### src/sv/lbc_pkg.sv
package lbc_pkg;

  localparam int unsigned ChW      = 8;
  localparam int unsigned NumCh    = 3;
  localparam int unsigned NumCells = ChW;

  // Largest product (Q12.4) that still counts as 255.0.
  localparam logic [2*ChW-1:0] LimitQ4 = 16'd4080;
  // Gain after reset: 3.0 in Q4.4.
  localparam logic [ChW-1:0]   GainRst = 8'd48;

  // Channel order inside the lanes.
  localparam int unsigned ChRed   = 0;
  localparam int unsigned ChGreen = 1;
  localparam int unsigned ChBlue  = 2;

  typedef logic [ChW-1:0] chan_t;

  // One division lane: partial remainder, and the remaining numerator bits
  // on top with the quotient bits shifting in from below.
  typedef struct packed {
    chan_t rem;
    chan_t nq;
  } div_lane_t;

  // What one cell hands to its neighbor.
  typedef struct packed {
    logic                   over;
    logic                   last;
    chan_t                  divisor;
    chan_t     [NumCh-1:0]  trunc;
    div_lane_t [NumCh-1:0]  lane;
  } cell_data_t;

endpackage

### src/sv/lbc_in_if.sv
interface lbc_in_if;
  logic       valid;
  logic       ready;
  logic [7:0] red_in;
  logic [7:0] green_in;
  logic [7:0] blue_in;
  logic       last_pixel_in;

  modport source (output valid, red_in, green_in, blue_in, last_pixel_in, input ready);
  modport sink   (input valid, red_in, green_in, blue_in, last_pixel_in, output ready);
endinterface

### src/sv/lbc_out_if.sv
interface lbc_out_if;
  logic       valid;
  logic       ready;
  logic [7:0] red_out;
  logic [7:0] green_out;
  logic [7:0] blue_out;
  logic       last_pixel_out;

  modport source (output valid, red_out, green_out, blue_out, last_pixel_out, input ready);
  modport sink   (input valid, red_out, green_out, blue_out, last_pixel_out, output ready);
endinterface

### src/sv/lbc_prep.sv
module lbc_prep (
  input  logic               clk_i,
  input  logic               rst_ni,
  input  logic               valid_i,
  output logic               ready_o,
  input  logic [7:0]         red_i,
  input  logic [7:0]         green_i,
  input  logic [7:0]         blue_i,
  input  logic               last_i,
  input  logic [7:0]         gain_i,
  output logic               valid_o,
  input  logic               ready_i,
  output lbc_pkg::cell_data_t data_o
);
  import lbc_pkg::*;

  chan_t                ch    [NumCh];
  logic [2*ChW-1:0]     prod  [NumCh];
  logic [2*ChW-1:0]     numer [NumCh];
  chan_t                max01;
  cell_data_t           data_d;
  cell_data_t           data_q;
  logic                 valid_q;

  assign ch[ChRed]   = red_i;
  assign ch[ChGreen] = green_i;
  assign ch[ChBlue]  = blue_i;

  // Multiply by the gain, detect overflow, set up the divide by the max
  always_comb begin
    data_d      = '0;
    data_d.last = last_i;
    max01       = (ch[0] > ch[1]) ? ch[0] : ch[1];
    data_d.divisor = (max01 > ch[2]) ? max01 : ch[2];
    for (int k = 0; k < NumCh; k++) begin
      prod[k]  = {{ChW{1'b0}}, ch[k]} * {{ChW{1'b0}}, gain_i};
      numer[k] = {ch[k], {ChW{1'b0}}} - {{ChW{1'b0}}, ch[k]};
      if (prod[k] > LimitQ4) begin
        data_d.over = 1'b1;
      end
      data_d.trunc[k]    = prod[k][ChW+3:4];
      data_d.lane[k].rem = numer[k][2*ChW-1:ChW];
      data_d.lane[k].nq  = numer[k][ChW-1:0];
    end
  end

  assign ready_o = !valid_q || ready_i;

  // Advance the stage whenever it is empty or the next one can take it
  always_ff @(posedge clk_i or negedge rst_ni) begin
    if (!rst_ni) begin
      valid_q <= 1'b0;
    end else if (ready_o) begin
      valid_q <= valid_i;
    end
  end

  always_ff @(posedge clk_i) begin
    if (ready_o && valid_i) begin
      data_q <= data_d;
    end
  end

  assign valid_o = valid_q;
  assign data_o  = data_q;

endmodule

### src/sv/lbc_cell.sv
module lbc_cell (
  input  logic                clk_i,
  input  logic                rst_ni,
  input  logic                valid_i,
  output logic                ready_o,
  input  lbc_pkg::cell_data_t data_i,
  output logic                valid_o,
  input  logic                ready_i,
  output lbc_pkg::cell_data_t data_o
);
  import lbc_pkg::*;

  cell_data_t data_d;
  cell_data_t data_q;
  logic       valid_q;

  // One restoring step: bring down a numerator bit, subtract if it fits
  function automatic div_lane_t div_step(div_lane_t l, chan_t d);
    logic [ChW:0] r9;
    logic         fits;
    logic [ChW:0] diff;
    div_lane_t    res;
    r9      = {l.rem, l.nq[ChW-1]};
    fits    = (r9 >= {1'b0, d});
    diff    = r9 - {1'b0, d};
    res.rem = fits ? diff[ChW-1:0] : r9[ChW-1:0];
    res.nq  = {l.nq[ChW-2:0], fits};
    return res;
  endfunction

  always_comb begin
    data_d = data_i;
    for (int k = 0; k < NumCh; k++) begin
      data_d.lane[k] = div_step(data_i.lane[k], data_i.divisor);
    end
  end

  assign ready_o = !valid_q || ready_i;

  // Hand the request on to the neighbor, or hold it while stalled
  always_ff @(posedge clk_i or negedge rst_ni) begin
    if (!rst_ni) begin
      valid_q <= 1'b0;
    end else if (ready_o) begin
      valid_q <= valid_i;
    end
  end

  always_ff @(posedge clk_i) begin
    if (ready_o && valid_i) begin
      data_q <= data_d;
    end
  end

  assign valid_o = valid_q;
  assign data_o  = data_q;

endmodule

### src/sv/lightmap_brightness_clamp_top.sv
// Channel   | Dir | Handshake           | Payload
// pix_i     | in  | valid/ready         | red_in, green_in, blue_in, last_pixel_in
// pix_o     | out | valid/ready         | red_out, green_out, blue_out, last_pixel_out
// gain      | in  | gain_we_i (no wait) | gain_wdata_i, Q4.4
//
// One pixel taken per cycle unless stalled; it passes the multiply stage,
// eight divider cells and the output register, one quotient bit per cell.
// Each stage stalls only when it holds a request its neighbor cannot take,
// so bubbles close up and the input keeps flowing while a result waits.
// Reset empties every stage and loads the gain with 3.0.
module lightmap_brightness_clamp_top (
  input  logic       clk_i,
  input  logic       rst_ni,
  lbc_in_if.sink     pix_i,
  lbc_out_if.source  pix_o,
  input  logic       gain_we_i,
  input  logic [7:0] gain_wdata_i
);
  import lbc_pkg::*;

  chan_t      gain_q;
  logic       valid  [NumCells+1];
  logic       ready  [NumCells+1];
  cell_data_t data   [NumCells+1];
  cell_data_t fin;
  chan_t      res_d  [NumCh];
  chan_t      res_q  [NumCh];
  logic       last_q;
  logic       out_valid_q;
  logic       out_ready;

  // Hold the gain register
  always_ff @(posedge clk_i or negedge rst_ni) begin
    if (!rst_ni) begin
      gain_q <= GainRst;
    end else if (gain_we_i) begin
      gain_q <= gain_wdata_i;
    end
  end

  lbc_prep u_prep (
    .clk_i   (clk_i),
    .rst_ni  (rst_ni),
    .valid_i (pix_i.valid),
    .ready_o (pix_i.ready),
    .red_i   (pix_i.red_in),
    .green_i (pix_i.green_in),
    .blue_i  (pix_i.blue_in),
    .last_i  (pix_i.last_pixel_in),
    .gain_i  (gain_q),
    .valid_o (valid[0]),
    .ready_i (ready[0]),
    .data_o  (data[0])
  );

  // Divider chain, one quotient bit per cell
  for (genvar c = 0; c < NumCells; c++) begin : g_cell
    lbc_cell u_cell (
      .clk_i   (clk_i),
      .rst_ni  (rst_ni),
      .valid_i (valid[c]),
      .ready_o (ready[c]),
      .data_i  (data[c]),
      .valid_o (valid[c+1]),
      .ready_i (ready[c+1]),
      .data_o  (data[c+1])
    );
  end

  assign fin = data[NumCells];

  // Pick the scaled quotient on overflow, else the truncated product
  always_comb begin
    for (int k = 0; k < NumCh; k++) begin
      res_d[k] = fin.over ? fin.lane[k].nq : fin.trunc[k];
    end
  end

  assign out_ready         = !out_valid_q || pix_o.ready;
  assign ready[NumCells]   = out_ready;

  always_ff @(posedge clk_i or negedge rst_ni) begin
    if (!rst_ni) begin
      out_valid_q <= 1'b0;
    end else if (out_ready) begin
      out_valid_q <= valid[NumCells];
    end
  end

  always_ff @(posedge clk_i) begin
    if (out_ready && valid[NumCells]) begin
      for (int k = 0; k < NumCh; k++) begin
        res_q[k] <= res_d[k];
      end
      last_q <= fin.last;
    end
  end

  assign pix_o.valid          = out_valid_q;
  assign pix_o.red_out        = res_q[ChRed];
  assign pix_o.green_out      = res_q[ChGreen];
  assign pix_o.blue_out       = res_q[ChBlue];
  assign pix_o.last_pixel_out = last_q;

endmodule

### src/flat_wrapper.sv
// flat-port wrapper written by rule: the top's interface ports become plain ports
module lightmap_brightness_clamp_top_flat import lbc_pkg::*;
  (clk_i, rst_ni, gain_we_i, gain_wdata_i, pix_i_valid, pix_i_red_in, pix_i_green_in, pix_i_blue_in, pix_i_last_pixel_in, pix_i_ready, pix_o_valid, pix_o_red_out, pix_o_green_out, pix_o_blue_out, pix_o_last_pixel_out, pix_o_ready);
  lbc_in_if pix_i_i ();
  lbc_out_if pix_o_i ();
  input  logic clk_i;
  input  logic rst_ni;
  input  logic gain_we_i;
  input  logic [7:0] gain_wdata_i;
  input wire logic [$bits(pix_i_i.valid)-1:0] pix_i_valid;
  input wire logic [$bits(pix_i_i.red_in)-1:0] pix_i_red_in;
  input wire logic [$bits(pix_i_i.green_in)-1:0] pix_i_green_in;
  input wire logic [$bits(pix_i_i.blue_in)-1:0] pix_i_blue_in;
  input wire logic [$bits(pix_i_i.last_pixel_in)-1:0] pix_i_last_pixel_in;
  output wire logic [$bits(pix_i_i.ready)-1:0] pix_i_ready;
  output wire logic [$bits(pix_o_i.valid)-1:0] pix_o_valid;
  output wire logic [$bits(pix_o_i.red_out)-1:0] pix_o_red_out;
  output wire logic [$bits(pix_o_i.green_out)-1:0] pix_o_green_out;
  output wire logic [$bits(pix_o_i.blue_out)-1:0] pix_o_blue_out;
  output wire logic [$bits(pix_o_i.last_pixel_out)-1:0] pix_o_last_pixel_out;
  input wire logic [$bits(pix_o_i.ready)-1:0] pix_o_ready;
  assign pix_i_i.valid = pix_i_valid;
  assign pix_i_i.red_in = pix_i_red_in;
  assign pix_i_i.green_in = pix_i_green_in;
  assign pix_i_i.blue_in = pix_i_blue_in;
  assign pix_i_i.last_pixel_in = pix_i_last_pixel_in;
  assign pix_i_ready = pix_i_i.ready;
  assign pix_o_valid = pix_o_i.valid;
  assign pix_o_red_out = pix_o_i.red_out;
  assign pix_o_green_out = pix_o_i.green_out;
  assign pix_o_blue_out = pix_o_i.blue_out;
  assign pix_o_last_pixel_out = pix_o_i.last_pixel_out;
  assign pix_o_i.ready = pix_o_ready;
  lightmap_brightness_clamp_top u_core (.clk_i(clk_i), .rst_ni(rst_ni), .pix_i(pix_i_i), .pix_o(pix_o_i), .gain_we_i(gain_we_i), .gain_wdata_i(gain_wdata_i));
endmodule
### config.mk
export PLATFORM = sky130hd
export DESIGN_NAME = lightmap_brightness_clamp_top_flat
export DESIGN_NICKNAME = d
export VERILOG_FILES = /design/src/sv/lbc_pkg.sv /design/src/sv/lbc_in_if.sv /design/src/sv/lbc_out_if.sv /design/src/sv/lbc_prep.sv /design/src/sv/lbc_cell.sv /design/src/sv/lightmap_brightness_clamp_top.sv /design/src/flat_wrapper.sv
export SDC_FILE = /design/constraint.sdc
export NUM_CORES = 1
export LEC_CHECK = 0
export ABC_AREA = 1
export CELL_PAD_IN_SITES_DETAIL_PLACEMENT = 0
export CELL_PAD_IN_SITES_GLOBAL_PLACEMENT = 2
export CORE_ASPECT_RATIO = 0.75
export CORE_MARGIN = 5
export CORE_UTILIZATION = 46
export DETAILED_ROUTE_END_ITERATION = 8
export DONT_BUFFER_PORTS = 1
export PLACE_DENSITY = 0.95
export SYNTH_ARGS = -nofsm -noshare
export SYNTH_HDL_FRONTEND = slang
export SYNTH_HIERARCHICAL = 1
export SYNTH_SLANG_ARGS = --single-unit
### constraint.sdc
create_clock -name clk_i -period 8.5 [get_ports clk_i]
set_input_delay 0.85 -clock clk_i [delete_from_list [all_inputs] [get_ports clk_i]]
set_output_delay 0.85 -clock clk_i [all_outputs]
set_load 0.005 [all_outputs]
==> results.sh <==
export IMPL_clk_pin_slew_ps=80
export IMPL_leakage_uw=0.02343
export IMPL_p_per_area_nw_per_um2=356.0
export IMPL_grt_max_degree=78
export IMPL_worst_slew_pin_slew_ps=1248
export IMPL_internal_power_uw=10090
export IMPL_drt_pass1_iter_count=7
export IMPL_setup_viol=0
export IMPL_grt_ovfl_total=0
export IMPL_start_util_pct=46.39
export IMPL_grt_antenna_before_repair=5
export IMPL_syn_avg_cell_area_sq_um=9.524
export IMPL_root_buffer="clkbuf_16"
export IMPL_routedWlPerCell_um=17.44
export IMPL_ioPinCount=65
export IMPL_portBuffers=0
export IMPL_finalSetupTns_ps=0
export IMPL_cts_sinks=749
export IMPL_cp_data_required_time_ps=8890
export IMPL_p_sw_uw=7007
export IMPL_rsz0062_at_grt="false"
export IMPL_synth_area_sq_um=44320
export IMPL_start_kind="flip-flop"
export IMPL_gr_usage_all_layers_pct=20.44
export IMPL_switching_share_pct=40.99
export IMPL_clock_latency_ps=640
export IMPL_slew_violations=0
export IMPL_outcome="finished clean"
export IMPL_p_comb_share_pct=43.8
export IMPL_layout_common_cells="nand2_1 (1408), inv_1 (914), edfxtp_1 (731)"
export IMPL_grt_pass1_vias=28404
export IMPL_cts_repair_resized=0
export IMPL_fillers=8620
export IMPL_worstSetupPathType="flip-flop to flip-flop"
export IMPL_num_vias=29543
export IMPL_drc=0
export IMPL_clock_path_buffers=3
export IMPL_maxSlewHeadroom_pct=16.81
export IMPL_die_h_um=278.8
export IMPL_fin_crit_ps=4990
export IMPL_hold_class="input port to async pin"
export IMPL_ir_drop_mv=0.1533
export IMPL_rr_startpoint="u_core/gain_q[5]"
export IMPL_rows=98
export IMPL_clock_fmax_ghz=0.2004
export IMPL_r2r_end="u_core/u_prep/data_o[81]"
export IMPL_cts_buffers=72
export IMPL_place_gp_congestion=0.8740
export IMPL_cts_tree="built"
export IMPL_coreArea_sq_um=95520
export IMPL_nNetsFinal=5161
export IMPL_clkPwrFrac_pct=18.7
export IMPL_synthCells=4653
export IMPL_fp_dieArea_sq_um=102700
export IMPL_final_common_cell="nand2_1"
export IMPL_vias_per_cell=4.937
export IMPL_drt_total_wl_um=104400
export IMPL_drt_iter0_markers=2450
export IMPL_r2r_cells=21
export IMPL_synth_warnings=6
export IMPL_dp_hpwl_um=79160
export IMPL_pwr_share_seq_pct=37.5
export IMPL_layout_drive_gt1_share_pct=6.043
export IMPL_hold_viol_final=0
export IMPL_fin_crit_sh_pct=58.71
export IMPL_max_cap_violations=0
export IMPL_crit_path_end_kind="flip-flop"
export IMPL_final_util_pct=50.28
export IMPL_detail_route_antenna_nets=0
export IMPL_grt_first_pass_wirelength_um=164300
export IMPL_syn_to_final_growth_pct=8.377
export IMPL_r2r_slack_ps=3510
export IMPL_synth_nets=5139
export IMPL_htreeDepth=3
export IMPL_chipWidth_um=368.4
export IMPL_final_setup_skew_ps=23.19
export IMPL_finalPower_uw=17100
export IMPL_crit_fanout=25
export IMPL_critical_path_arrival_ps=5380
==> state kept, by name, indices dropped and copies added (netlist names) <==
signal and count:
u_core/gain_q 8, u_core/g_cell.u_cell/valid_o 8, u_core/g_cell.u_cell/data_o 624, u_core/u_prep/data_o 82, u_core/pix_o.last_pixel_out 1, u_core/res_q 24
u_core/u_prep/valid_o 1, u_core/pix_o.valid 1
==> timing repair <==
| item | CTS | global route |
|---|---|---|
| hold endpoints to repair | 16 | 0 |
| hold buffers | 2 | 0 |
| endpoints found under the setup margin | 0 | 0 |
| setup buffers | 0 | 0 |
==> worst max-delay path by stage <==
| stage | startpoint | endpoint | slack (ps) |
|---|---|---|---|
| 5_1_grt | u_core/gain_q[5] | u_core/u_prep/data_o[81] | 3150 |
| 4_1_cts | u_core/gain_q[5] | u_core/u_prep/data_o[81] | 3550 |
| 3_5_place_dp | u_core/gain_q[5] | u_core/u_prep/data_o[81] | 3550 |
| 6_report | u_core/gain_q[5] | u_core/u_prep/data_o[81] | 3510 |
| 3_3_place_gp | u_core/gain_q[5] | u_core/u_prep/data_o[81] | 3590 |
| 2_1_floorplan | pix_o_ready | u_core/u_prep/data_o[0] | 2150 |
==> power groups by stage <==
stage,combinational (uW),sequential (uW),clock [uW]
after detailed placement,7410,6500,0
final,7490,6410,3190
after CTS,7460,6440,3280
after global routing,8610,6530,3430
after floorplan,5820,6160,0
after global placement,7390,6450,0
==> area by class of cell <==
class / instances / area, sq um / share of cell area [%]
Inverter: 930 / 3491 / 7.268
Sequential cell: 749 / 22400 / 46.65
Tap cell: 1250 / 1564 / 3.256
Antenna cell: 1 / 2.502 / 0.005210
Timing Repair Buffer: 19 / 157.7 / 0.3283
Multi-Input combinational cell: 2903 / 18060 / 37.60
Clock inverter: 47 / 498.0 / 1.037
Clock buffer: 85 / 1851 / 3.853
==> critical path, cell delays in order, from the launching register on <==
cell	delay, ps
dfstp_2	910
nand2_1	140
fa_1	480
fa_1	540
inv_1	50
fa_1	530
inv_1	60
fa_1	530
inv_1	40
ha_1	340
nand2_1	100
inv_1	60
nand2_1	60
nand2_1	50
nand2_1	80
nand3_1	70
nand2_1	60
nand2_1	70
nor2_1	220
nand2_1	80
nor2_1	160
nand3_1	90
==> routing by layer <==
metal | up-vias | GRT usage [%] | share of wire [%]
met4 | 0 | 3.794 | 1.5
met5 | - | 0 | 0
li1 | 14924 | - | -
met2 | 784 | 29.14 | 41
met1 | 13735 | 32.37 | 50
met3 | 100 | 4.201 | 7.4
==> stage by stage <==
stage                     instance area, sq um  setup WS, ps  instances  hold slack (ps)
after global routing                     48020          3148       5983            23.01
after global placement                   45650          3591       5849            400.6
after CTS                                48020          3550       5983            16.65
after detailed placement                 45650          3547       5849            404.5
after floorplan                          44320          2146       4653            400.3
final                                    48030          3510       5984            59.32
No activity file was read; power rests on OpenSTA's default activity.
